`src/hdl/ssp_pkg.sv`:
```
// Shared types, constants and sine table for the six-stage phaser.
`default_nettype none
package ssp_pkg;

  localparam int Stages = 6;
  localparam int SineDepth = 1024;
  localparam int IdxW = $clog2(SineDepth);
  localparam int StgW = $clog2(Stages);

  localparam logic [15:0] FeedbackReset = 16'd0;
  localparam logic [15:0] WetReset = 16'd32768;
  localparam logic [15:0] LowReset = 16'd1311;
  localparam logic [15:0] HighReset = 16'd4755;

  localparam logic [2:0] RegFeedback = 3'd0;
  localparam logic [2:0] RegWet = 3'd1;
  localparam logic [2:0] RegLow = 3'd2;
  localparam logic [2:0] RegHigh = 3'd3;
  localparam logic [2:0] RegStep = 3'd4;
  localparam logic [2:0] RegStart = 3'd5;

  typedef enum logic [3:0] {
    ST_IDLE, ST_SWEEP, ST_DIV, ST_FEED, ST_STAGE_Y, ST_STAGE_Z, ST_MIX, ST_OUT
  } state_t;

  typedef struct packed {
    logic signed [15:0] feedback_gain;
    logic [15:0] wet_depth;
    logic [15:0] sweep_low;
    logic [15:0] sweep_high;
    logic [31:0] lfo_step;
    logic [31:0] lfo_start_phase;
  } cfg_t;

  localparam longint C1 = 64'sd1686629713;
  localparam longint C3 = -64'sd693598669;
  localparam longint C5 = 64'sd85569306;
  localparam longint C7 = -64'sd5026996;
  localparam longint OneQ30 = 64'sd1073741824;

  function automatic longint rshr(input longint p, input int s);
    longint r;
    r = (p + (64'sd1 <<< (s - 1))) >>> s;
    return r;
  endfunction

  // Elaboration-time sine entry, Q0.16 of (sin+1)/2.
  function automatic logic [15:0] sine_entry(input int k);
    longint ph, u, u2, t, s, v;
    logic [1:0] quad;
    ph = (longint'(k) <<< 32) / SineDepth;
    quad = ph[31:30];
    u = ph & 64'h3FFF_FFFF;
    if (quad[0]) u = OneQ30 - u;
    u2 = rshr(u * u, 30);
    t = C7;
    t = C5 + rshr(t * u2, 30);
    t = C3 + rshr(t * u2, 30);
    t = C1 + rshr(t * u2, 30);
    s = rshr(t * u, 30);
    if (s > OneQ30) s = OneQ30;
    if (s < 0) s = 0;
    v = quad[1] ? OneQ30 - s : OneQ30 + s;
    v = (v + 64'sd16384) >>> 15;
    if (v > 65535) v = 65535;
    return v[15:0];
  endfunction

  function automatic logic signed [31:0] sat32(input logic signed [63:0] v);
    logic signed [31:0] r;
    if (v > 64'sd2147483647) r = 32'sh7FFF_FFFF;
    else if (v < -64'sd2147483648) r = 32'sh8000_0000;
    else r = v[31:0];
    return r;
  endfunction

endpackage
`default_nettype wire

```
`src/hdl/ssp_regs.sv`:
```
// APB configuration register file.
`default_nettype none
module ssp_regs (
  input  wire logic clk,
  input  wire logic rst,
  input  wire logic psel,
  input  wire logic penable,
  input  wire logic pwrite,
  input  wire logic [4:0] paddr,
  input  wire logic [31:0] pwdata,
  output logic [31:0] prdata,
  output logic pready,
  output ssp_pkg::cfg_t cfg
);
  import ssp_pkg::*;
  logic [2:0] idx;
  logic wr;
  assign idx = paddr[4:2];
  assign pready = 1'b1;
  assign wr = psel && penable && pwrite;

  always_ff @(posedge clk) begin
    if (rst) begin
      cfg.feedback_gain <= FeedbackReset;
      cfg.wet_depth <= WetReset;
      cfg.sweep_low <= LowReset;
      cfg.sweep_high <= HighReset;
      cfg.lfo_step <= '0;
      cfg.lfo_start_phase <= '0;
    end else if (wr) begin
      unique case (idx)
        RegFeedback: cfg.feedback_gain <= pwdata[15:0];
        RegWet:      cfg.wet_depth <= pwdata[15:0];
        RegLow:      cfg.sweep_low <= pwdata[15:0];
        RegHigh:     cfg.sweep_high <= pwdata[15:0];
        RegStep:     cfg.lfo_step <= pwdata;
        RegStart:    cfg.lfo_start_phase <= pwdata;
        default: ;
      endcase
    end
  end

  always_comb begin
    unique case (idx)
      RegFeedback: prdata = {16'd0, cfg.feedback_gain};
      RegWet:      prdata = {16'd0, cfg.wet_depth};
      RegLow:      prdata = {16'd0, cfg.sweep_low};
      RegHigh:     prdata = {16'd0, cfg.sweep_high};
      RegStep:     prdata = cfg.lfo_step;
      RegStart:    prdata = cfg.lfo_start_phase;
      default:     prdata = '0;
    endcase
  end
endmodule
`default_nettype wire

```
`config.mk`:
```
export PLATFORM = sky130hd
export DESIGN_NAME = ssp_regs
export DESIGN_NICKNAME = d
export VERILOG_FILES = /design/src/hdl/ssp_pkg.sv /design/src/hdl/ssp_regs.sv
export SDC_FILE = /design/constraint.sdc
export NUM_CORES = 1
export LEC_CHECK = 0
export BUFFER_PORTS_ARGS = -buffer_cell sky130_fd_sc_hd__buf_2
export CAP_MARGIN = 20
export CELL_PAD_IN_SITES_DETAIL_PLACEMENT = 0
export CELL_PAD_IN_SITES_GLOBAL_PLACEMENT = 1
export CORE_AREA = 2 2 140 142
export CTS_CLUSTER_DIAMETER = 100
export DETAILED_ROUTE_END_ITERATION = 8
export DIE_AREA = 0 0 142 144
export HOLD_SLACK_MARGIN = 0.02
export MAX_ROUTING_LAYER = met4
export PLACE_DENSITY_LB_ADDON = 0.08
export SYNTH_ARGS = -nofsm -noshare
export SYNTH_HDL_FRONTEND = slang
export SYNTH_SLANG_ARGS = --single-unit
```
`constraint.sdc`:
```
create_clock -name clk -period 2 [get_ports clk]
set_input_delay 0.2 -clock clk [delete_from_list [all_inputs] [get_ports clk]]
set_output_delay 0.2 -clock clk [all_outputs]
set_load 0.02 [all_outputs]
```
# Yosys cells after proc, flatten, opt, wreduce, memory -nomap -nowiden
# Index checks and enable logic that the tools add are counted.
# totals
ff_bits	128
inputBits	42
out_inout_bits	161
word_cells	21
# classes
n_eq_ne	5
mux	1
n_reduce_logical	9
# ops
op	count
$pmux W32 S6	1
$reduce_and A2 Y1	6
$eq A3 B2 Y1 const B	2
$eq A3 B3 Y1 const B	2
$eq A3 B1 Y1 const B	1
$logic_not A3 Y1	1
$logic_and A1 B1 Y1	2

# Depth between registers and ports, before layout
# depth
word_depth	3
mapped_depth	7
mapped_depth_nobuf	3

# Worst setup path after synthesis
# OpenSTA, ideal clock, no wires.
# synth_timing
kind	input-to-output
from	input port paddr[4]
to	output port prdata[16]
arrival_time_ps	1264
t_required_ps	1800
setup_slack_ps	536
path_stages	7
path_buffers	5
path_cell_list	buf_6 > nand2b_1 > buf_2 > buf_2 > buf_2 > buf_2 > nor2_1
# synth_via
elab_chain_cells	2
# synth_lines
element	line	text
start: declaration	ssp_regs.sv:9	input wire logic [4:0] paddr,
$eq A3 B3 Y1, or another cell as far along	ssp_regs.sv:44	unique case (idx)
$pmux W32 S6 *	ssp_regs.sv:44	
end: declaration	ssp_regs.sv:11	output logic [31:0] prdata,
# Every way passes the cells marked *; elsewhere a longest branch is shown, timed or not.

# Final worst setup path
# layout_timing
from	register cfg[102] in the netlist's numbering
to	output port prdata[6]
# layout_via
elab_chain_cells	1
# layout_lines
element	line	text
start: declaration	ssp_regs.sv:13	output ssp_pkg::cfg_t cfg
$pmux W32 S6	ssp_regs.sv:44	
# Every way passes these cells.

==> flow_summary_export.csv <==
group,metric,value,unit
sta,tightest_slew,0.7821,ns
cells_and_area,area_growth,29.82,%
yosys,synth_nets,765,
job,maxCapViolCount,0,
cells_and_area,num_antenna_cells,0,
yosys,synthFlopType,"dfxtp_1",
clocking,h-tree-depth,4,
placement,numPortBuffers,199,
drt,via_per_inst,5.394,
critical_path,crit_family,"compound AO/OA/AOI/OAI gates",
yosys,async_flop_share,0,%
yosys,synth_fa_ha_area_share,0,%
sta,slew_violations,0,
yosys,synth-compound-area-share,21.01,%
clocking,clkLatencyLatePin,0.41,ns
hold_path,min_path_type,"in -> reg",
yosys,yosys.area_share.xor_xnor,0,%
critical_path,path_max_fanout,3,
critical_path,startpoint_type,"flip-flop",
yosys,synth_mux_area_share,13.28,%
sta,maxSlewHeadroom,47.86,%
clocking,clockBufferDepth,2,
cells_and_area,regMostFlops,"cfg",
global_routing,grt_pass1_wl,34500,um
die,start_util,32.15,%
die,die_h,144,um
clocking,clock-root-buffer,"clkbuf_16",
critical_path,path_buf_inv,1,
yosys,ys_warn_count,0,
critical_path,crit_path_end_kind,"primary output",
placement,dp.cells,1113,
yosys,synth-edff-count,0,
pwr,power_density,789.8,nW/um2
clocking,postCtsSetupBuffers,0,
clocking,ctsResizeCount,0,
sta,fin_skew,0,ns
yosys,avgSynthCellArea,8.483,um2
cells_and_area,nets,936,
clocking,cts_tree,"yes",
cells_and_area,largestRegisters,"cfg: 128 flops",
global_routing,antenna_found_initial,0,
critical_path,crit_chain,"mux2i_1 -> o32ai_1 -> a221o_1 -> buf_2",
sta,period_needed,1.838,ns
clocking,clk_pin_slew,0.06,ns
clocking,cts.sink_count,128,
global_routing,grt_pass1_vias,5742,
critical_path,cpPeakStageDelay,0.32,ns
yosys,synth_top_family_by_area,"compound AO/OA/AOI/OAI gates",
yosys,ys_seq_area_share,41.78,%
yosys,syn_area,6133,um2
yosys,synth-simple-area-share,16.93,%
sta,rsz0062_at_grt,"false",
critical_path,required,1.80,ns
yosys,synth_seq_cells,128,
drt,ant_nets,0,
drt,drtIter0Drc,422,
status,outcome,"complete, no violations",
die,die_area,20450,um2
cells_and_area,layout_commonest_cell,"buf_2",
placement,place.gp.congestion,0.8210,
sta,final_hold_viol_count,0,
yosys,synth_cell_type_count,39,
placement,dp_hpwl,15540,um
critical_path,path_class,"reg -> out",
pwr,ir_drop,496.3,uV
sta,fin_crit_sh,91.92,%
drt,drc,0,
pwr,p_leak,3.352,nW
sta,fin_setup_tns,0,ns
cells_and_area,finalNonFillerCells,1144,
cells_and_area,drive_gt1_share,31.24,%
global_routing,groute.usage.overall,22.90,%
yosys,syn_inst,723,
die,rows,51,
critical_path,arrival,1.64,ns
cells_and_area,mostFrequentLayoutCells,"197 x buf_2, 128 x dfxtp_1, 91 x o21ai_0",
pwr,total_power,0.006289,W
sta,setup_viol,0,
drt,wire_per_inst,20.13,um
global_routing,overflow,0,
die,core,19080,um2
drt,wl,23030,um
drt,firstDrtPassIters,4,
die,die_w,142,um
drt,vias,6171,
clocking,cts_made_buffers,17,
die,io_pins,203,
global_routing,grt_max_degree,88,
critical_path,reg2reg_slack,1.20,ns
cells_and_area,largest_reg_flops,128,
critical_path,crit_slowest_cell,"dfxtp_1",
clocking,ctsHoldBuffers,0,
sta,fmax,0.5439,GHz
-- Yosys cell counts (2+ instances only) --
| library cell | n | area, um2 |
|---|---|---|
| a21oi_1 | 83 | 415.4 |
| a221o_1 | 7 | 70.07 |
| a22oi_1 | 4 | 30.03 |
| buf_1 | 3 | 11.26 |
| buf_2 | 29 | 145.1 |
| buf_4 | 6 | 45.04 |
| buf_6 | 6 | 67.56 |
| clkbuf_1 | 31 | 116.4 |
| clkbuf_2 | 2 | 10.01 |
| dfxtp_1 | 128 | 2562 |
| inv_1 | 8 | 30.03 |
| mux2_2 | 11 | 123.9 |
| mux2i_1 | 69 | 690.7 |
| nand2_1 | 3 | 11.26 |
| nand2b_1 | 32 | 200.2 |
| nand3_1 | 83 | 415.4 |
| nor2_1 | 44 | 165.2 |
| nor2b_1 | 18 | 112.6 |
| o21ai_0 | 91 | 455.4 |
| o21ai_1 | 30 | 150.1 |
| o22a_1 | 6 | 52.55 |
| o22ai_1 | 2 | 12.51 |
| o31ai_1 | 3 | 22.52 |
| o32ai_1 | 7 | 61.31 |
| or3_1 | 3 | 18.77 |
-- routing by layer --
metal	share of wire [%]	global-route usage, %
met5	0	-
met3	7.0	5.629
met2	45	34.48
met4	1.4	5.632
met1	47	30.97
-- stage by stage --
step	area, um2	utilization (%)	hold slack (ns)	setup WS, ns
4_1_cts	7963	41.73	0.02908	0.1489
5_1_grt	7963	41.73	0.03672	0.05054
3_5_place_dp	7362	38.59	0.4714	0.1776
3_3_place_gp	7362	38.59	0.4640	0.1932
6_report	7963	41.73	0.04487	0.1616
2_1_floorplan	6133	-	0.3477	0.5359
-- worst paths after layout --
kind                                 start   endpoint  depth (start not counted)
worst max-delay path              cfg[102]  prdata[6]                          4
worst min-delay path            pwdata[23]    cfg[23]                          3
worst max register to register    cfg[119]   cfg[119]                          3
worst min register to register    cfg[110]   cfg[110]                          2
-- where the power goes --
group / total [W] / switching [W] / internal (W)
registers: 0.00258 / 0.0000152 / 0.00257
logic: 0.000559 / 0.000380 / 0.000179
clock network: 0.00314 / 0.00116 / 0.00199
total: 0.00629 / 0.00155 / 0.00474
-- tightest hold or removal path, stage by stage --
cell,delay [ns]
buf_2,0.11
nand3_1,0.06
a21oi_1,0.05
-- final cells by class --
class	count	area, um2
Timing Repair Buffer	229	1314
Tap cell	238	297.8
Fill cell	1948	11120
Multi-Input combinational cell	510	3158
Inverter	8	30.03
Sequential cell	128	2562
Clock inverter	9	106.4
Clock buffer	22	494.2
-- logic make-up (layout without fill, tap and decap cells) --
kind of cell	after synthesis	after routing
compound gates	235	235
mux	80	80
simple gates	194	194
buf+inv	85	268
flops	128	128
other cells	1	1
Power figures use the tool's default switching activity.
